File: config.mk
export PLATFORM = sky130hd
export DESIGN_NAME = hysteresis_thermostat_min_cycle_top_flat
export DESIGN_NICKNAME = d
export VERILOG_FILES = /design/src/rtl/hyst_pkg.sv /design/src/rtl/hyst_in_if.sv /design/src/rtl/hyst_out_if.sv /design/src/rtl/hyst_cfg_if.sv /design/src/rtl/hyst_core.sv /design/src/rtl/hysteresis_thermostat_min_cycle_top.sv /design/src/flat_wrapper.sv
export SDC_FILE = /design/constraint.sdc
export NUM_CORES = 1
export LEC_CHECK = 0
export ABC_AREA = 1
export BUFFER_PORTS_ARGS = -buffer_cell sky130_fd_sc_hd__buf_2
export CORE_MARGIN = 4
export CORE_UTILIZATION = 59
export DETAILED_ROUTE_END_ITERATION = 10
export GPL_ROUTABILITY_DRIVEN = 0
export PLACE_DENSITY = 0.75
export SKIP_CTS_REPAIR_TIMING = 1
export SYNTH_ARGS = -nofsm -noshare
export SYNTH_HDL_FRONTEND = slang
export SYNTH_SLANG_ARGS = --single-unit
File: constraint.sdc
create_clock -name clk -period 5 [get_ports clk]
set_clock_uncertainty 0.1 [all_clocks]
set_input_delay 0.75 -clock clk [delete_from_list [all_inputs] [get_ports clk]]
set_output_delay 0.75 -clock clk [all_outputs]
set_load 0.02 [all_outputs]
File: src/rtl/hyst_pkg.sv
// Shared types and constants for the hysteresis thermostat.
// Holds command codes, register indexes, config and result structs.
// No dependencies; compiled before every other file.
package hyst_pkg;

  // Timer width default and limits of the config fields
  localparam int TIMER_WIDTH_DEF = 16;
  localparam int TEMP_W          = 16;
  localparam int BAND_W          = 12;
  localparam int MIN_W           = 17;
  localparam int LIMIT_W         = 18;
  localparam int CMD_W           = 3;
  localparam int CFG_IDX_W       = 3;
  localparam int CFG_DATA_W      = 17;

  // Command codes
  localparam logic [CMD_W-1:0] CMD_SAMPLE = 3'd0;
  localparam logic [CMD_W-1:0] CMD_TICK   = 3'd1;
  localparam logic [CMD_W-1:0] CMD_ON     = 3'd2;
  localparam logic [CMD_W-1:0] CMD_OFF    = 3'd3;
  localparam logic [CMD_W-1:0] CMD_AUTO   = 3'd4;

  // Register indexes
  localparam logic [CFG_IDX_W-1:0] REG_TARGET  = 3'd0;
  localparam logic [CFG_IDX_W-1:0] REG_BAND    = 3'd1;
  localparam logic [CFG_IDX_W-1:0] REG_MODE    = 3'd2;
  localparam logic [CFG_IDX_W-1:0] REG_MIN_ON  = 3'd3;
  localparam logic [CFG_IDX_W-1:0] REG_MIN_OFF = 3'd4;

  // Register reset values
  localparam logic signed [TEMP_W-1:0] TARGET_RST = 16'sd320;
  localparam logic [BAND_W-1:0]        BAND_RST   = 12'd16;
  localparam logic                     MODE_RST   = 1'b1;
  localparam logic signed [MIN_W-1:0]  MIN_RST    = -17'sd1;

  // Unit mode value for cooling (any other value heats)
  localparam logic MODE_COOL = 1'b0;

  typedef struct packed {
    logic signed [TEMP_W-1:0] target_temp;
    logic [BAND_W-1:0]        band_half_width;
    logic                     unit_mode;
    logic signed [MIN_W-1:0]  min_on_seconds;
    logic signed [MIN_W-1:0]  min_off_seconds;
  } cfg_t;

  typedef struct packed {
    logic drive_on;
    logic switched_on;
    logic switched_off;
    logic refused;
    logic held;
  } result_t;

endpackage

File: src/rtl/hyst_in_if.sv
// Input channel of the thermostat: command and temperature request.
// Uses hyst_pkg for field widths.
interface hyst_in_if;
  logic                                  valid;
  logic                                  ready;
  logic [hyst_pkg::CMD_W-1:0]            cmd;
  logic signed [hyst_pkg::TEMP_W-1:0]    temperature;

  modport source (output valid, output cmd, output temperature, input ready);
  modport sink   (input valid, input cmd, input temperature, output ready);
endinterface

File: src/rtl/hyst_out_if.sv
// Result channel of the thermostat: drive state and event flags.
// No package dependencies.
interface hyst_out_if;
  logic valid;
  logic ready;
  logic drive_on;
  logic switched_on;
  logic switched_off;
  logic refused;
  logic held;

  modport source (output valid, output drive_on, output switched_on,
                  output switched_off, output refused, output held, input ready);
  modport sink   (input valid, input drive_on, input switched_on,
                  input switched_off, input refused, input held, output ready);
endinterface

File: src/rtl/hyst_cfg_if.sv
// Configuration write channel: register index and write data.
// Uses hyst_pkg for field widths.
interface hyst_cfg_if;
  logic                            valid;
  logic                            ready;
  logic [hyst_pkg::CFG_IDX_W-1:0]  index;
  logic [hyst_pkg::CFG_DATA_W-1:0] data;

  modport source (output valid, output index, output data, input ready);
  modport sink   (input valid, input index, input data, output ready);
endinterface

File: src/rtl/hyst_core.sv
// Next-state and result logic for one thermostat request.
// Pure combinational; uses hyst_pkg types and command codes.
module hyst_core #(
  parameter int TIMER_WIDTH = hyst_pkg::TIMER_WIDTH_DEF
) (
  input  hyst_pkg::cfg_t                       cfg,
  input  logic [hyst_pkg::CMD_W-1:0]           cmd,
  input  logic signed [hyst_pkg::TEMP_W-1:0]   temperature,
  input  logic                                 running,
  input  logic                                 manual_hold,
  input  logic [TIMER_WIDTH-1:0]               secs_since_on,
  input  logic [TIMER_WIDTH-1:0]               secs_since_off,
  output logic                                 running_next,
  output logic                                 manual_hold_next,
  output logic [TIMER_WIDTH-1:0]               secs_since_on_next,
  output logic [TIMER_WIDTH-1:0]               secs_since_off_next,
  output hyst_pkg::result_t                    res
);

  localparam int CMP_W = ((TIMER_WIDTH > hyst_pkg::MIN_W) ?
                          TIMER_WIDTH : hyst_pkg::MIN_W) + 1;
  localparam int LW    = hyst_pkg::LIMIT_W;

  logic signed [LW-1:0]    temp_x;
  logic signed [LW-1:0]    upper;
  logic signed [LW-1:0]    lower;
  logic                    above_upper;
  logic                    below_lower;
  logic                    cooling;
  logic                    want_on;
  logic                    want_off;
  logic signed [CMP_W-1:0] on_cnt_x;
  logic signed [CMP_W-1:0] off_cnt_x;
  logic signed [CMP_W-1:0] min_on_x;
  logic signed [CMP_W-1:0] min_off_x;
  logic                    on_allowed;
  logic                    off_allowed;
  logic [TIMER_WIDTH-1:0]  on_inc;
  logic [TIMER_WIDTH-1:0]  off_inc;
  logic                    sw_on;
  logic                    sw_off;
  logic                    refused;

  // Hysteresis limits, exact in 18 bits
  assign temp_x = {{(LW-hyst_pkg::TEMP_W){temperature[hyst_pkg::TEMP_W-1]}}, temperature};
  assign upper  = {{(LW-hyst_pkg::TEMP_W){cfg.target_temp[hyst_pkg::TEMP_W-1]}},
                   cfg.target_temp}
                + $signed({{(LW-hyst_pkg::BAND_W){1'b0}}, cfg.band_half_width});
  assign lower  = {{(LW-hyst_pkg::TEMP_W){cfg.target_temp[hyst_pkg::TEMP_W-1]}},
                   cfg.target_temp}
                - $signed({{(LW-hyst_pkg::BAND_W){1'b0}}, cfg.band_half_width});
  assign above_upper = temp_x > upper;
  assign below_lower = temp_x < lower;

  // Direction of the unit decides which limit turns it on
  assign cooling  = (cfg.unit_mode == hyst_pkg::MODE_COOL);
  assign want_on  = !running && (cooling ? above_upper : below_lower);
  assign want_off = running && (cooling ? below_lower : above_upper);

  // Anti-short-cycle check: counter (unsigned) against minimum (signed)
  assign on_cnt_x  = {{(CMP_W-TIMER_WIDTH){1'b0}}, secs_since_on};
  assign off_cnt_x = {{(CMP_W-TIMER_WIDTH){1'b0}}, secs_since_off};
  assign min_on_x  = {{(CMP_W-hyst_pkg::MIN_W){cfg.min_on_seconds[hyst_pkg::MIN_W-1]}},
                      cfg.min_on_seconds};
  assign min_off_x = {{(CMP_W-hyst_pkg::MIN_W){cfg.min_off_seconds[hyst_pkg::MIN_W-1]}},
                      cfg.min_off_seconds};
  assign on_allowed  = off_cnt_x > min_off_x;
  assign off_allowed = on_cnt_x > min_on_x;

  // Saturating seconds counters
  assign on_inc  = (&secs_since_on)  ? secs_since_on  : secs_since_on + 1'b1;
  assign off_inc = (&secs_since_off) ? secs_since_off : secs_since_off + 1'b1;

  // Command decode
  always_comb begin
    running_next        = running;
    manual_hold_next    = manual_hold;
    secs_since_on_next  = secs_since_on;
    secs_since_off_next = secs_since_off;
    sw_on               = 1'b0;
    sw_off              = 1'b0;
    refused             = 1'b0;
    case (cmd)
      hyst_pkg::CMD_SAMPLE: begin
        if (!manual_hold) begin
          if (want_on) begin
            if (on_allowed) begin
              running_next       = 1'b1;
              secs_since_on_next = '0;
              sw_on              = 1'b1;
            end else begin
              refused = 1'b1;
            end
          end else if (want_off) begin
            if (off_allowed) begin
              running_next        = 1'b0;
              secs_since_off_next = '0;
              sw_off              = 1'b1;
            end else begin
              refused = 1'b1;
            end
          end
        end
      end
      hyst_pkg::CMD_TICK: begin
        secs_since_on_next  = on_inc;
        secs_since_off_next = off_inc;
      end
      hyst_pkg::CMD_ON: begin
        manual_hold_next   = 1'b1;
        sw_on              = !running;
        running_next       = 1'b1;
        secs_since_on_next = '0;
      end
      hyst_pkg::CMD_OFF: begin
        manual_hold_next    = 1'b1;
        sw_off              = running;
        running_next        = 1'b0;
        secs_since_off_next = '0;
      end
      hyst_pkg::CMD_AUTO: begin
        manual_hold_next = 1'b0;
      end
      default: begin
      end
    endcase
  end

  assign res.drive_on     = running_next;
  assign res.switched_on  = sw_on;
  assign res.switched_off = sw_off;
  assign res.refused      = refused;
  assign res.held         = manual_hold_next;

endmodule

File: src/rtl/hysteresis_thermostat_min_cycle_top.sv
// Hysteresis thermostat with minimum on/off times, top level.
// A request accepted into the input register moves into the result register once
// the result register is empty or is being read. Throughput: one request per cycle
// while the output is not stalled; a stalled output holds one result. Reset (rst,
// synchronous): config to defaults, drive off, automatic mode, secs_since_on = 1,
// secs_since_off = 0, both registers empty.
module hysteresis_thermostat_min_cycle_top #(
  parameter int TIMER_WIDTH = hyst_pkg::TIMER_WIDTH_DEF
) (
  input logic        clk,
  input logic        rst,
  hyst_in_if.sink    in_ch,
  hyst_out_if.source out_ch,
  hyst_cfg_if.sink   cfg_ch
);

  hyst_pkg::cfg_t                      cfg;
  logic                                in_valid;
  logic [hyst_pkg::CMD_W-1:0]          cmd;
  logic signed [hyst_pkg::TEMP_W-1:0]  temperature;
  logic                                out_valid;
  hyst_pkg::result_t                   res;
  hyst_pkg::result_t                   res_next;
  logic                                running;
  logic                                manual_hold;
  logic [TIMER_WIDTH-1:0]              secs_since_on;
  logic [TIMER_WIDTH-1:0]              secs_since_off;
  logic                                running_next;
  logic                                manual_hold_next;
  logic [TIMER_WIDTH-1:0]              secs_since_on_next;
  logic [TIMER_WIDTH-1:0]              secs_since_off_next;
  logic                                advance;

  // Configuration registers, always ready
  assign cfg_ch.ready = 1'b1;

  always_ff @(posedge clk) begin
    if (rst) begin
      cfg.target_temp     <= hyst_pkg::TARGET_RST;
      cfg.band_half_width <= hyst_pkg::BAND_RST;
      cfg.unit_mode       <= hyst_pkg::MODE_RST;
      cfg.min_on_seconds  <= hyst_pkg::MIN_RST;
      cfg.min_off_seconds <= hyst_pkg::MIN_RST;
    end else if (cfg_ch.valid) begin
      case (cfg_ch.index)
        hyst_pkg::REG_TARGET:  cfg.target_temp     <= cfg_ch.data[hyst_pkg::TEMP_W-1:0];
        hyst_pkg::REG_BAND:    cfg.band_half_width <= cfg_ch.data[hyst_pkg::BAND_W-1:0];
        hyst_pkg::REG_MODE:    cfg.unit_mode       <= cfg_ch.data[0];
        hyst_pkg::REG_MIN_ON:  cfg.min_on_seconds  <= cfg_ch.data[hyst_pkg::MIN_W-1:0];
        hyst_pkg::REG_MIN_OFF: cfg.min_off_seconds <= cfg_ch.data[hyst_pkg::MIN_W-1:0];
        default: begin
        end
      endcase
    end
  end

  // Request moves from the input register into the result register
  assign advance     = in_valid && (!out_valid || out_ch.ready);
  assign in_ch.ready = !in_valid || advance;

  // Input register
  always_ff @(posedge clk) begin
    if (rst) begin
      in_valid <= 1'b0;
    end else if (in_ch.ready) begin
      in_valid <= in_ch.valid;
    end
  end

  always_ff @(posedge clk) begin
    if (in_ch.valid && in_ch.ready) begin
      cmd         <= in_ch.cmd;
      temperature <= in_ch.temperature;
    end
  end

  hyst_core #(
    .TIMER_WIDTH(TIMER_WIDTH)
  ) u_core (
    .cfg                 (cfg),
    .cmd                 (cmd),
    .temperature         (temperature),
    .running             (running),
    .manual_hold         (manual_hold),
    .secs_since_on       (secs_since_on),
    .secs_since_off      (secs_since_off),
    .running_next        (running_next),
    .manual_hold_next    (manual_hold_next),
    .secs_since_on_next  (secs_since_on_next),
    .secs_since_off_next (secs_since_off_next),
    .res                 (res_next)
  );

  // Controller state, updated once per request
  always_ff @(posedge clk) begin
    if (rst) begin
      running        <= 1'b0;
      manual_hold    <= 1'b0;
      secs_since_on  <= TIMER_WIDTH'(1);
      secs_since_off <= '0;
    end else if (advance) begin
      running        <= running_next;
      manual_hold    <= manual_hold_next;
      secs_since_on  <= secs_since_on_next;
      secs_since_off <= secs_since_off_next;
    end
  end

  // Result register
  always_ff @(posedge clk) begin
    if (rst) begin
      out_valid <= 1'b0;
    end else if (advance) begin
      out_valid <= 1'b1;
    end else if (out_ch.ready) begin
      out_valid <= 1'b0;
    end
  end

  always_ff @(posedge clk) begin
    if (advance) begin
      res <= res_next;
    end
  end

  assign out_ch.valid        = out_valid;
  assign out_ch.drive_on     = res.drive_on;
  assign out_ch.switched_on  = res.switched_on;
  assign out_ch.switched_off = res.switched_off;
  assign out_ch.refused      = res.refused;
  assign out_ch.held         = res.held;

endmodule

File: src/flat_wrapper.sv
// flat-port wrapper written by rule: the top's interface ports become plain ports
module hysteresis_thermostat_min_cycle_top_flat 
#(
  parameter int TIMER_WIDTH = hyst_pkg::TIMER_WIDTH_DEF
)
  (clk, rst, in_ch_valid, in_ch_cmd, in_ch_temperature, in_ch_ready, out_ch_valid, out_ch_drive_on, out_ch_switched_on, out_ch_switched_off, out_ch_refused, out_ch_held, out_ch_ready, cfg_ch_valid, cfg_ch_index, cfg_ch_data, cfg_ch_ready);
  hyst_in_if in_ch_i ();
  hyst_out_if out_ch_i ();
  hyst_cfg_if cfg_ch_i ();
  input logic clk;
  input logic rst;
  input wire logic [$bits(in_ch_i.valid)-1:0] in_ch_valid;
  input wire logic [$bits(in_ch_i.cmd)-1:0] in_ch_cmd;
  input wire logic [$bits(in_ch_i.temperature)-1:0] in_ch_temperature;
  output wire logic [$bits(in_ch_i.ready)-1:0] in_ch_ready;
  output wire logic [$bits(out_ch_i.valid)-1:0] out_ch_valid;
  output wire logic [$bits(out_ch_i.drive_on)-1:0] out_ch_drive_on;
  output wire logic [$bits(out_ch_i.switched_on)-1:0] out_ch_switched_on;
  output wire logic [$bits(out_ch_i.switched_off)-1:0] out_ch_switched_off;
  output wire logic [$bits(out_ch_i.refused)-1:0] out_ch_refused;
  output wire logic [$bits(out_ch_i.held)-1:0] out_ch_held;
  input wire logic [$bits(out_ch_i.ready)-1:0] out_ch_ready;
  input wire logic [$bits(cfg_ch_i.valid)-1:0] cfg_ch_valid;
  input wire logic [$bits(cfg_ch_i.index)-1:0] cfg_ch_index;
  input wire logic [$bits(cfg_ch_i.data)-1:0] cfg_ch_data;
  output wire logic [$bits(cfg_ch_i.ready)-1:0] cfg_ch_ready;
  assign in_ch_i.valid = in_ch_valid;
  assign in_ch_i.cmd = in_ch_cmd;
  assign in_ch_i.temperature = in_ch_temperature;
  assign in_ch_ready = in_ch_i.ready;
  assign out_ch_valid = out_ch_i.valid;
  assign out_ch_drive_on = out_ch_i.drive_on;
  assign out_ch_switched_on = out_ch_i.switched_on;
  assign out_ch_switched_off = out_ch_i.switched_off;
  assign out_ch_refused = out_ch_i.refused;
  assign out_ch_held = out_ch_i.held;
  assign out_ch_i.ready = out_ch_ready;
  assign cfg_ch_i.valid = cfg_ch_valid;
  assign cfg_ch_i.index = cfg_ch_index;
  assign cfg_ch_i.data = cfg_ch_data;
  assign cfg_ch_ready = cfg_ch_i.ready;
  hysteresis_thermostat_min_cycle_top #(.TIMER_WIDTH(TIMER_WIDTH)) u_core (.clk(clk), .rst(rst), .in_ch(in_ch_i), .out_ch(out_ch_i), .cfg_ch(cfg_ch_i));
endmodule
Yosys cells after proc, flatten, opt, wreduce, memory -nomap -nowiden
Index checks and enable logic that the tools add are counted.
{"block": "classes", "addsub": 4, "order_cmp": 4, "eq_ne": 16, "mux": 35, "bitwise": 1, "reduce_logical": 25}
{"cell": "16-bit 2-to-1 mux", "n": 9}
{"cell": "16-bit case mux with 3 select lines", "n": 2}
{"cell": "17-bit > comparator", "n": 2}
{"cell": "16-bit by 1-bit adder with 16-bit output (second input constant)", "n": 2}
{"cell": "16-bit AND reduction", "n": 2}
{"cell": "1-bit 2-to-1 mux", "n": 20}
{"cell": "16-bit by 13-bit adder with 17-bit output", "n": 1}
{"cell": "16-bit by 17-bit > comparator with 1-bit output", "n": 1}
{"cell": "16-bit by 17-bit less-than comparator with 1-bit output", "n": 1}
{"cell": "16-bit by 13-bit subtractor with 17-bit output", "n": 1}
{"cell": "2-bit != test (second input constant)", "n": 8}
{"cell": "3-bit by 2-bit == test with 1-bit output (second input constant)", "n": 4}
{"cell": "2-bit AND reduction", "n": 5}
{"cell": "7-bit AND reduction", "n": 1}
{"cell": "3-bit by 1-bit == test with 1-bit output (second input constant)", "n": 2}
{"cell": "3-bit == test (second input constant)", "n": 2}
{"cell": "3-bit logical NOT", "n": 2}
{"cell": "1-bit case mux with 2 select lines", "n": 3}
{"cell": "6-bit AND reduction", "n": 1}
{"cell": "3-bit nonzero test", "n": 2}
{"cell": "1-bit logical AND", "n": 4}
{"cell": "2-bit OR reduction", "n": 2}
{"cell": "1-bit logical NOT", "n": 3}
{"cell": "1-bit case mux with 3 select lines", "n": 1}
{"cell": "3 further kinds", "n": 4}
{"block": "word_totals", "register_bits": 123, "output_inout_bits": 8}

Logic depth before layout (Yosys ltp)
Gate-level depths: netlist of the first run.
{"block": "logic_depth", "ltp_word": 8, "mapped_depth": 33}

By module
From an unflattened synthesis of the first run, not the netlist that was laid out.
{"block": "unflattened", "hier_cells": 1382, "area_unflattened_um2": 9372.7}
{"module": "hyst_core", "instances": 1, "cells_each": 828, "area_per_inst_um2": 4758.3}
{"module": "hysteresis_thermostat_min_cycle_top", "instances": 1, "cells_each": 554, "area_per_inst_um2": 4614.4}

Worst setup path before layout of the first run
No wires, ideal clock.
{"block": "synth_path", "path_kind": "register to register", "start": "reg, netlist name u_core.cfg[47]", "end": "reg u_core.secs_since_on[12]", "setup_ps": 132, "arrival_ps": 3475, "path_slack_ps": 1293, "stages_incl_launch_ff": 28, "cell_sequence": "dfxtp_1 -> inv_1 -> ha_1 -> inv_1 -> fa_1 -> a21oi_1 -> o21bai_1 -> nand2_1 -> o211ai_1 -> a21oi_1 -> o21ai_1 -> nand3_1 -> nand3_1 -> nor2_1 -> nor2_1 -> ha_1 -> a21o_1 -> nor2_1 -> nand2_1 -> nor2_1 -> nand3_1 -> nand3_1 -> nand4_2 -> nand2_2 -> nand3_4 -> buf_6 -> nand2_1 -> a21oi_1"}
{"block": "synth_via", "elab_chain_cells": 6, "elab_cells_between_ends": 8}
{"item": "16-bit by 13-bit adder with 17-bit output or 16-bit by 13-bit subtractor with 17-bit output (tied branches)", "line": "hyst_core.sv:48, hyst_core.sv:51"}
{"item": "16-bit by 17-bit > comparator with 1-bit output or 16-bit by 17-bit less-than comparator with 1-bit output (tied branches)", "line": "hyst_core.sv:52, hyst_core.sv:53"}
{"item": "1-bit 2-to-1 mux (*)", "line": "hyst_core.sv:57", "source": "assign want_on = !running && (cooling ? above_upper : below_lower);"}
{"item": "1-bit logical AND (*)", "line": "hyst_core.sv:57"}
{"item": "2-bit != test (no source line) (*)"}
{"item": "6-bit AND reduction (no source line) (*)"}
{"item": "to (signal assigned)", "line": "hysteresis_thermostat_min_cycle_top.sv:104", "source": "secs_since_on <= secs_since_on_next;"}
{"item": "to (decl)", "line": "hysteresis_thermostat_min_cycle_top.sv:26", "source": "logic [TIMER_WIDTH-1:0] secs_since_on;"}
Every way passes the cells marked *; elsewhere a longest branch is shown, timed or not.
A chain may end at the register's enable or synchronous reset.

Worst setup path in the final report of the first run
{"block": "layout_path", "start": "reg, netlist name u_core.cfg[37]", "end": "reg u_core.secs_since_off[5]"}
{"block": "layout_via", "elab_chain_cells": 6, "elab_cells_between_ends": 11}
{"item": "16-bit by 13-bit subtractor with 17-bit output or 16-bit by 13-bit adder with 17-bit output (tied branches)", "line": "hyst_core.sv:51, hyst_core.sv:48"}
{"item": "16-bit by 17-bit less-than comparator with 1-bit output or 16-bit by 17-bit > comparator with 1-bit output (tied branches)", "line": "hyst_core.sv:53, hyst_core.sv:52"}
{"item": "1-bit 2-to-1 mux (on tied branches)", "line": "hyst_core.sv:58, hyst_core.sv:57"}
{"item": "1-bit logical AND (on tied branches)", "line": "hyst_core.sv:58, hyst_core.sv:57"}
{"item": "2-bit != test (no source line)"}
{"item": "7-bit AND reduction (no source line) (*)"}
{"item": "to (signal assigned)", "line": "hysteresis_thermostat_min_cycle_top.sv:105", "source": "secs_since_off <= secs_since_off_next;"}
{"item": "to (decl)", "line": "hysteresis_thermostat_min_cycle_top.sv:27", "source": "logic [TIMER_WIDTH-1:0] secs_since_off;"}
Marks and branches as above.

==> metrics.csv, run 1 <==
metric,value,unit
synth_edf_count,24,
ys_seq_area_share,33.01,%
grt_overflow,0,
synth_warnings,0,
cts_tree,built,
antenna_cells,0,
fin_nets,1263,
ir_drop,229.6,uV
r2r_cells,28,
period_minus_slack,4.537,ns
clock-sinks,123,
grt_pass1_wl,32850,um
drt_iter0_drc,594,
max_stage_delay,0.41,ns
timing.final.ws_setup,0.4626,ns
rr_endpoint,u_core.secs_since_off[5],
synthFlopType,dfxtp_1,
cellPowerDensity,299.7,nW/um^2
grt_util_all_layers,25.05,%
crit_buf_inv,2,
report.final.slew_viol_count,0,
worstMarginPinSlew,1.051,ns
ys_async_sr_fraction,0,%
min_path_type,flop to flop,
dpl.hpwl,14610,um
core,13400,sq um
leakage,4.096,nW
root_buffer,clkbuf_16,
hp-start,u_core.cfg[47],
syn_area,8188,sq um
h-tree-depth,4,
criticalPathCategory,flop to flop,
synthesis.nets,1232,
num-fill-cells,1153,
die_h,125.8,um
synth_seq_cells,123,
first_pass_iters,5,
fin_util,67.92,%
slowest_stage,ha_1,
crit_fanout,17,
ant_nets,0,
crit_path_frequent_cell,nand2_1,
initial_utilization,61.10,%
grt_max_degree,54,
setup_viol,0,
dr_total_vias,7332,
cts_buffers,17,
dieArea,15830,sq um
clockBufferDepth,2,
slew-limit-headroom,29.92,%
antenna_found_initial,0,
critPathTopFamily,simple AND/OR/NAND/NOR gates,
cap_violations,0,
cp_data_arrival_time,4.71,ns
total_power,2.727,mW
rows,42,
whs_endpoint,u_core.cfg[47],
dp_slack,0.6044,ns
grt_pass1_vias,6809,
drt_wl_total,19780,um
synthCells,1095,
clock.fmax,220.4,MHz
rsz0062_at_grt,no,
syn_area_per_cell,7.477,sq um
fp.dieW,125.8,um
wl_per_cell,15.05,um
min_path_cells,2,
syn_to_final_growth,11.16,%
rr_startpoint,u_core.cfg[37],
outcome,completed,
viasPerCell,5.580,
clk_latency,0.42,ns
worstPathRequired,5.17,ns
drive_gt1_share,9.227,%
drc,0,
clkTransAtPathRegs,0.06,ns
finalCritPeriodShare,90.75,%
endpoint_kind,flop,
pin_count,52,
port_buffers,50,
hold_viol,0,
crit_path_start_kind,flop,
synth_cell_type_count,49,
reg2reg_setup_slack,0.46,ns
setup_tns,0,ns
logic make-up (layout without fill, tap and decap cells):
logic type	after synthesis	count (layout)	synth area share (%)
other	1	1	0.04580
adders and majority gates	93	93	14.39
buffers and inverters	168	211	8.282
AOI/OAI and AO/OA	219	219	14.88
xor gates and xnor gates	52	52	5.562
DFF	123	123	33.01
and+or+nand+nor	439	439	23.82
sequential cells by signal (all words and copies together) (netlist names):
signal,flops
u_core.cfg,63
u_core.secs_since_off,16
u_core.secs_since_on,16
u_core.temperature,16
u_core.cmd,3
u_core.in_valid,1
u_core.manual_hold,1
u_core.out_ch.drive_on,1
u_core.out_ch.held,1
u_core.out_ch.refused,1
u_core.out_ch.switched_off,1
u_core.out_ch.switched_on,1
u_core.out_ch.valid,1
u_core.running,1
power by group:
group	total, mW	leakage (nW)	switching (mW)	internal [mW]
clock	1.28	0.302	0.469	0.814
sequential	1.07	1.04	0.0230	1.05
combinational	0.376	2.75	0.242	0.134
total	2.73	4.10	0.734	1.99
worst max-delay path by stage:
stage / start / endpoint / slack (ns) / cells after the start
2_1_floorplan: u_core.cfg[47] / u_core.secs_since_on[12] / 1.29 / 27
3_3_place_gp: u_core.cfg[47] / u_core.secs_since_on[14] / 0.67 / 28
3_5_place_dp: u_core.cfg[47] / u_core.secs_since_on[4] / 0.60 / 28
4_1_cts: u_core.cfg[37] / u_core.secs_since_on[6] / 0.48 / 28
5_1_grt: u_core.cfg[37] / u_core.secs_since_off[5] / 0.007 / 31
6_report: u_core.cfg[37] / u_core.secs_since_off[5] / 0.46 / 28
Yosys cell counts (2+ instances only):
cell        n  area [sq um]
a21o_1      4         30.03
nor2_1    103         386.6
or2_2       2         12.51
nand3_1    44         220.2
edfxtp_1   24         720.7
nand3b_1    3         22.52
inv_2       3         11.26
a31oi_1     3         18.77
o22ai_1     2         12.51
nor3_1     14         70.07
ha_1       91          1139
nand2_1   206         773.2
nand2_2     5         31.28
a21oi_1   112         560.5
clkbuf_1   29         108.9
nand4_1    46         287.8
nand4_2     2         25.02
xor2_1     45         394.1
xnor2_1     7         61.31
o21ai_1     3         15.01
nor4_1      4         25.02
buf_1       2         7.510
fa_1        2         40.04
dfxtp_1    99          1982
buf_2       4         20.02
o21bai_1    4         30.03
o21a_1      2         15.01
inv_1     122         457.9
and2_1      2         12.51
buf_6       5         56.30
a221oi_1    2         17.52
o21ai_0    63         315.3
o211ai_1   19         142.6
nor3b_1     2         15.01
per-stage QoR:
| step | hold WS [ns] | cells | area (sq um) |
|---|---|---|---|
| after global routing | 0.3956 | 1314 | 9101 |
| final | 0.3790 | 1314 | 9101 |
| after detailed placement | 0.3736 | 1283 | 8483 |
| after CTS | 0.3821 | 1314 | 9096 |
| after global placement | 0.3655 | 1283 | 8483 |
| after floorplan | 0.3500 | 1095 | 8188 |
layout by cell type (no fill, tap or decap), drive strengths merged, types with 3 or more instances in the layout:
master | netlist | routed
inv | 125 | 129
a31oi | 3 | 3
o21ai | 66 | 66
a21o | 4 | 4
nor3b | 3 | 3
ha | 91 | 91
nand2 | 212 | 212
nand3b | 3 | 3
xor2 | 45 | 45
xnor2 | 7 | 7
buf | 12 | 54
nor4 | 4 | 4
bufinv | 0 | 3
o21bai | 4 | 4
dfxtp | 99 | 99
clkbuf | 30 | 18
o211ai | 19 | 19
nand3 | 45 | 45
nor2 | 105 | 105
nor3 | 15 | 15
nand4 | 48 | 48
clkinv | 1 | 6
a21oi | 113 | 113
edfxtp | 24 | 24
routing by layer:
layer | global-route usage [%] | share of wire (%) | up-vias
met1 | 32.10 | 46 | 3368
li1 | - | - | 3748
met4 | 7.634 | 1.9 | 0
met5 | 0 | 0 | -
met2 | 43.23 | 49 | 178
met3 | 4.488 | 4.0 | 38
layout make-up:
| type | instances | area, sq um | area share [%] |
|---|---|---|---|
| Clock buffer | 18 | 450.4 | 4.949 |
| Clock inverter | 13 | 162.7 | 1.787 |
| Inverter | 126 | 473.0 | 5.197 |
| Multi-Input combinational cell | 804 | 4812 | 52.87 |
| Sequential cell | 123 | 2703 | 29.69 |
| Tap cell | 176 | 220.2 | 2.420 |
| Timing Repair Buffer | 54 | 280.3 | 3.079 |
worst register-to-register path: cells and delay by family, from the launching register on:
kind	cells	cell delay [ns]
simple gates	19	2.25
compound gates	5	0.87
fa+ha+maj	2	0.70
flops	1	0.33
buf+inv	2	0.14
Power figures use the tool's default switching activity.
==> inputs of run 2 (changes only) <==
--- a/config.mk
+++ b/config.mk
@@ -7,12 +7,14 @@
 export LEC_CHECK = 0
 export ABC_AREA = 1
 export BUFFER_PORTS_ARGS = -buffer_cell sky130_fd_sc_hd__buf_2
+export CORE_ASPECT_RATIO = 0.75
 export CORE_MARGIN = 4
 export CORE_UTILIZATION = 59
 export DETAILED_ROUTE_END_ITERATION = 10
 export GPL_ROUTABILITY_DRIVEN = 0
-export PLACE_DENSITY = 0.75
+export PLACE_DENSITY = 0.77
 export SKIP_CTS_REPAIR_TIMING = 1
 export SYNTH_ARGS = -nofsm -noshare
 export SYNTH_HDL_FRONTEND = slang
+export SYNTH_HIERARCHICAL = 1
 export SYNTH_SLANG_ARGS = --single-unit
==> run 2 against run 1 <==
  * Clock power about the same
  * Combinational power increased by 46%
  * Sequential power is 6% higher
  * Highest routed layer unchanged
  * Design area rose by 13%
  * Critical endpoint is now u_core/secs_since_off[5]
  * Largest cell class unchanged
  * Clock-buffer cell count up 1
  * Synthesized cell count increased by 26%
  * Setup slack worse by 0.060 ns
  * Global-route usage grew 2.2 points
  * First-iteration DRC count rose by 54%
  * Register-to-register slack got worse by 0.06 ns
  * Fmax fell by 1.3%
==> metrics.csv, run 2 <==
metric,value,unit,change
outcome,completed,,
grt_util_all_layers,27.25,%,+2.2 points
cts_tree,built,,
min_path_cells,2,,unchanged
ys_async_sr_fraction,0,%,unchanged
synth_warnings,6,,+6
multi_input_area,5756,sq um,+20%
dr_total_vias,9080,,+24%
clock-sinks,123,,unchanged
grt_pass1_vias,8055,,+18%
syn_area,9373,sq um,+14%
final_cell_mix,"nand2_1 (324), nor2_1 (198), inv_1 (158)",,
syn_to_final_growth,9.491,%,
cp_data_arrival_time,4.82,ns,+0.11 ns
dieArea,17990,sq um,+14%
clock.fmax,217.5,MHz,-1.3%
synth_area_leader_cell,dfxtp_1,,
total_power,2.971,mW,+8.9%
synth_seq_cells,123,,unchanged
final_common_cell,nand2_1,,
setup_viol,0,,unchanged
drt_wl_total,24070,um,+22%
rsz0062_at_grt,no,,
drc,0,,unchanged
endpoint_kind,flop,,
slowest_stage,fa_1,,
hold_viol,0,,unchanged
max_stage_delay,0.40,ns,about the same
r2r_cells,28,,unchanged
cellPowerDensity,289.5,nW/um^2,-3.4%
setup_tns,0,ns,unchanged
grt_max_degree,67,,+24%
regMostFlops,u_core/cfg,,
finalCritPeriodShare,91.95,%,+1.2 points
drt_iter0_drc,915,,+54%
antenna_cells,0,,unchanged
root_buffer,clkbuf_16,,
fin_hold_ws,0.3596,ns,-0.01941 ns
synth_cell_type_count,53,,+8.2%
wl_per_cell,14.87,um,-1.2%
slew-limit-headroom,18.42,%,-11 points
synth.top_cell.area_share,21.15,%,-3.1 points
core,15420,sq um,+15%
port_buffers,50,,unchanged
criticalPathCategory,flop to flop,,
cts_buffers,17,,unchanged
worstPathRequired,5.22,ns,+0.05 ns
viasPerCell,5.608,,+0.51%
pin_count,52,,unchanged
num-fill-cells,1370,,+19%
crit_fanout,17,,unchanged
synthCells,1382,,+26%
synthTopCellsByArea,"dfxtp_1 (21%), nand2_1 (13%), ha_1 (12%)",,
synth_most_common_cell,nand2_1,,
min_path_type,flop to flop,,
synthesis.nets,1519,,+23%
rows,39,,-7.1%
synthFlopType,dfxtp_1,,
period_minus_slack,4.597,ns,+0.05990 ns
largest_reg_flops,63,,unchanged
initial_utilization,60.78,%,-0.32 points
seq_area,2703,sq um,unchanged
ant_nets,0,,unchanged
h-tree-depth,4,,unchanged
fp.dieW,153.5,um,+22%
report.final.slew_viol_count,0,,unchanged
die_h,117.2,um,-6.9%
antenna_found_initial,0,,unchanged
fin_nets,1538,,+22%
leakage,5.148,nW,+26%
grt_pass1_wl,39990,um,+22%
grt_overflow,0,,unchanged
first_pass_iters,7,,+2
clockBufferDepth,2,,unchanged
ir_drop,263.0,uV,+15%
synth_edf_count,24,,unchanged
clk_latency,0.43,ns,about the same
ys_seq_area_share,28.83,%,-4.2 points
clkTransAtPathRegs,0.06,ns,about the same
yosys-top-cells-count,"nand2_1 (324), nor2_1 (198), inv_1 (158), nand3_1 (140), dfxtp_1 (99)",,
fin_util,66.55,%,-1.4 points
worstMarginPinSlew,1.222,ns,+0.1707 ns
cap_violations,0,,unchanged
dpl.hpwl,17320,um,+19%
crit_path_start_kind,flop,,
crit_path_frequent_cell,nand2_1,,
syn_area_per_cell,6.782,sq um,-9.3%
drive_gt1_share,9.194,%,-0.033 points
## run 2: kinds of logic (layout without fill, tap and decap cells)
logic type,count (synthesis),count (layout),synth area share [%]
AO/OA/AOI/OAI,147,147,9.265
XOR/XNOR,28,28,2.617
adder cells (fa/ha/maj),93,93,12.58
buffers and inverters,224,256,9.852
flip-flops,123,123,28.83
other,1,1,0.04001
AND/OR/NAND/NOR,766,766,36.82
## run 2: worst paths after layout
path,slack [ns],to,startpoint
max reg2reg,0.40,u_core/secs_since_off[5],u_core/cfg[35]
max,0.40,u_core/secs_since_off[5],u_core/cfg[35]
min reg2reg,0.36,u_core/cfg[19],u_core/cfg[19]
min,0.36,u_core/cfg[19],u_core/cfg[19]
## run 2: metrics by stage
step | cells | instance area (sq um) | setup slack (ns)
after detailed placement | 1587 | 9639 | 0.5202
after CTS | 1619 | 10250 | 0.4773
after global routing | 1619 | 10260 | 0.008861
final | 1619 | 10260 | 0.4026
after global placement | 1587 | 9639 | 0.6484
after floorplan | 1382 | 9373 | 1.220
## run 2: critical path, delay by kind of cell, from the launching register on
| family | cells | cell delay, ns |
|---|---|---|
| AO/OA/AOI/OAI | 6 | 1.08 |
| flip-flops | 1 | 0.35 |
| adder cells (fa/ha/maj) | 3 | 0.88 |
| AND/OR/NAND/NOR | 18 | 2.02 |
| buffers and inverters | 1 | 0.06 |
## run 2: area by class of cell
cell class / instances / area share [%]
Tap cell: 205 / 2.499
Sequential cell: 123 / 26.34
Timing Repair Buffer: 58 / 3.024
Inverter: 166 / 6.072
Clock buffer: 19 / 4.523
Multi-Input combinational cell: 1035 / 56.08
Clock inverter: 13 / 1.463
## run 2: report_power, final
part           switching (mW)  internal, mW
Clock                   0.506         0.788
Sequential             0.0643          1.06
Combinational           0.352         0.198
## run 2: per-layer routing
metal | vias up | GRT usage (%) | share of wire [%]
li1 | 4564 | - | -
met1 | 4143 | 40.98 | 49
met2 | 341 | 40.82 | 41
met3 | 32 | 4.888 | 8.4
met4 | 0 | 6.353 | 1.2
met5 | - | 0 | 0
==> inputs of run 3 (changes only) <==
--- a/config.mk
+++ b/config.mk
@@ -10,9 +10,10 @@
 export CORE_ASPECT_RATIO = 0.75
 export CORE_MARGIN = 4
 export CORE_UTILIZATION = 59
+export CTS_CLUSTER_SIZE = 14
 export DETAILED_ROUTE_END_ITERATION = 10
 export GPL_ROUTABILITY_DRIVEN = 0
-export PLACE_DENSITY = 0.77
+export PLACE_DENSITY_LB_ADDON = 0.2
 export SKIP_CTS_REPAIR_TIMING = 1
 export SYNTH_ARGS = -nofsm -noshare
 export SYNTH_HDL_FRONTEND = slang
==> constraint.sdc (replaced) <==
create_clock -name clk -period 5.6 [get_ports clk]
set_clock_uncertainty 0.1 [all_clocks]
set_input_delay 0.84 -clock clk [delete_from_list [all_inputs] [get_ports clk]]
set_output_delay 0.84 -clock clk [all_outputs]
set_load 0.02 [all_outputs]
==> run 3 against run 2 <==
  * Critical path depth did not move
  * Final cell count decreased by 0.19%
  * Global-route usage decreased by 0.41 points
  * Critical endpoint is now u_core/secs_since_on[15]
  * Worst hold slack improved by 0.0022 ns
  * Combinational power down 11%
  * Non-clock buffer count down 3
  * Routed wire length shrank 0.23%
  * Largest cell class unchanged
==> metrics.csv, run 3 (synthesis gave the netlist of run 2 again) <==
metric,value,unit,change
outcome,completed,,
drt_iter0_drc,955,,+4.4%
grt_pass1_vias,7929,,-1.6%
swShare,32.18,%,+1.1 points
antenna_cells,0,,unchanged
fp.dieW,153.5,um,unchanged
crit_fanout,16,,-1
h-tree-depth,4,,unchanged
cts_buffers,17,,unchanged
grt_overflow,0,,unchanged
num-fill-cells,1364,,-0.44%
setup_viol,0,,unchanged
cp_data_arrival_time,4.82,ns,about the same
worstPathRequired,5.82,ns,+0.60 ns
fin_hold_ws,0.3618,ns,+0.002182 ns
dp_slack,1.107,ns,+0.5864 ns
clockBufferDepth,2,,unchanged
grt_pass1_wl,39230,um,-1.9%
largest_reg_flops,63,,unchanged
cellPowerDensity,251.4,nW/um^2,-13%
drt_wl_total,24010,um,-0.23%
final_cell_mix,"nand2_1 (324), nor2_1 (197), inv_1 (158)",,
first_pass_iters,5,,-2
clockPowerShare,41.6,%,-1.9 points
p_int,1.738,mW,-15%
worstMarginPinSlew,1.308,ns,+0.08586 ns
antenna_found_initial,0,,unchanged
clkTransAtPathRegs,0.06,ns,about the same
leakage,5.105,nW,-0.83%
crit_path_frequent_cell,nand2_1,,
viasPerCell,5.559,,-0.88%
clock-sinks,123,,unchanged
clk_latency,0.43,ns,about the same
slew-limit-headroom,12.23,%,-6.2 points
ir_drop,249.3,uV,-5.2%
min_path_type,flop to flop,,
rsz0062_at_grt,no,,
criticalPathCategory,flop to flop,,
p_sw,824.5,uW,-11%
drc,0,,unchanged
port_buffers,50,,unchanged
fin_util,66.09,%,-0.46 points
fin_cells,1616,,-0.19%
grt_max_degree,56,,-16%
regMostFlops,u_core/cfg,,
root_buffer,clkbuf_16,,
dr_total_vias,8983,,-1.1%
grt_util_all_layers,26.83,%,-0.41 points
hold_viol,0,,unchanged
slowest_stage,fa_1,,
clock.fmax,217.5,MHz,about the same
seqPwrFrac,39.4,%,+1.4 points
timing.final.ws_setup,1.003,ns,+0.6004 ns
crit_path_start_kind,flop,,
syn_to_final_growth,8.730,%,
pin_count,52,,unchanged
die_h,117.2,um,unchanged
cts_tree,built,,
wl_per_cell,14.86,um,about the same
p_comb_share,19.0,%,+0.5 points
endpoint_kind,flop,,
setup_tns,0,ns,unchanged
fin_nets,1535,,-0.20%
finalCritPeriodShare,82.09,%,-9.9 points
rows,39,,unchanged
initial_utilization,60.78,%,unchanged
dieArea,17990,sq um,unchanged
place_inst,1584,,-0.19%
core,15420,sq um,unchanged
dpl.hpwl,17500,um,+1.0%
final_common_cell,nand2_1,,
period_minus_slack,4.597,ns,-0.0003940 ns
drive_gt1_share,9.001,%,-0.19 points
max_stage_delay,0.41,ns,about the same
cap_violations,0,,unchanged
report.final.slew_viol_count,0,,unchanged
ant_nets,0,,unchanged
## run 3: changes by cell type in the layout (fill, tap and decap cells not counted), sizes merged
cell	delta
buf	-3
bufinv	-2
clkinv	+3
clkinvlp	+1
inv	-2
## run 3: through the flow
step | power [mW] | area [sq um]
after CTS | 2.573 | 10190
after global placement | 1.483 | 9619
after detailed placement | 1.501 | 9619
final | 2.562 | 10190
after global routing | 2.691 | 10190
after floorplan | 1.380 | 9373
## run 3: final timing paths
path | from | slack [ns] | cells past startpoint | to
worst min-delay path | u_core/cfg[19] | 0.36 | 2 | u_core/cfg[19]
worst max register to register | u_core/cfg[35] | 1.00 | 28 | u_core/secs_since_on[15]
worst max-delay path | u_core/cfg[35] | 1.00 | 28 | u_core/secs_since_on[15]
worst min register to register | u_core/cfg[19] | 0.36 | 2 | u_core/cfg[19]
## run 3: area by class of cell
class / instances / area [sq um] / area share [%]
Inverter: 166 / 623.1 / 6.114
Tap cell: 205 / 256.5 / 2.517
Clock buffer: 19 / 464.2 / 4.555
Multi-Input combinational cell: 1035 / 5749 / 56.42
Sequential cell: 123 / 2703 / 26.52
Clock inverter: 13 / 107.6 / 1.056
Timing Repair Buffer: 55 / 287.8 / 2.824
## run 3: power by group through the flow
stage / clock [mW] / combinational (mW) / sequential, mW
after floorplan: 0 / 0.371 / 1.01
after global placement: 0 / 0.458 / 1.03
after detailed placement: 0 / 0.474 / 1.03
final: 1.07 / 0.487 / 1.01
after CTS: 1.09 / 0.478 / 1.01
after global routing: 1.12 / 0.552 / 1.02
## run 3: critical path, delay by kind of cell, from the launching register on
family | cells | cell delay (ns)
AO/OA/AOI/OAI | 6 | 1.22
adder cells (fa/ha/maj) | 3 | 0.83
buffers and inverters | 2 | 0.14
flip-flops | 1 | 0.35
AND/OR/NAND/NOR | 17 | 1.83
## run 3: metal layers
| layer | wire, um | GRT usage (%) | part of all wire [%] |
|---|---|---|---|
| met1 | 11830 | 40.19 | 49 |
| met2 | 9668 | 39.21 | 40 |
| met3 | 2159 | 5.329 | 9.0 |
| met4 | 356 | 7.765 | 1.5 |
| met5 | 0 | 0 | 0 |
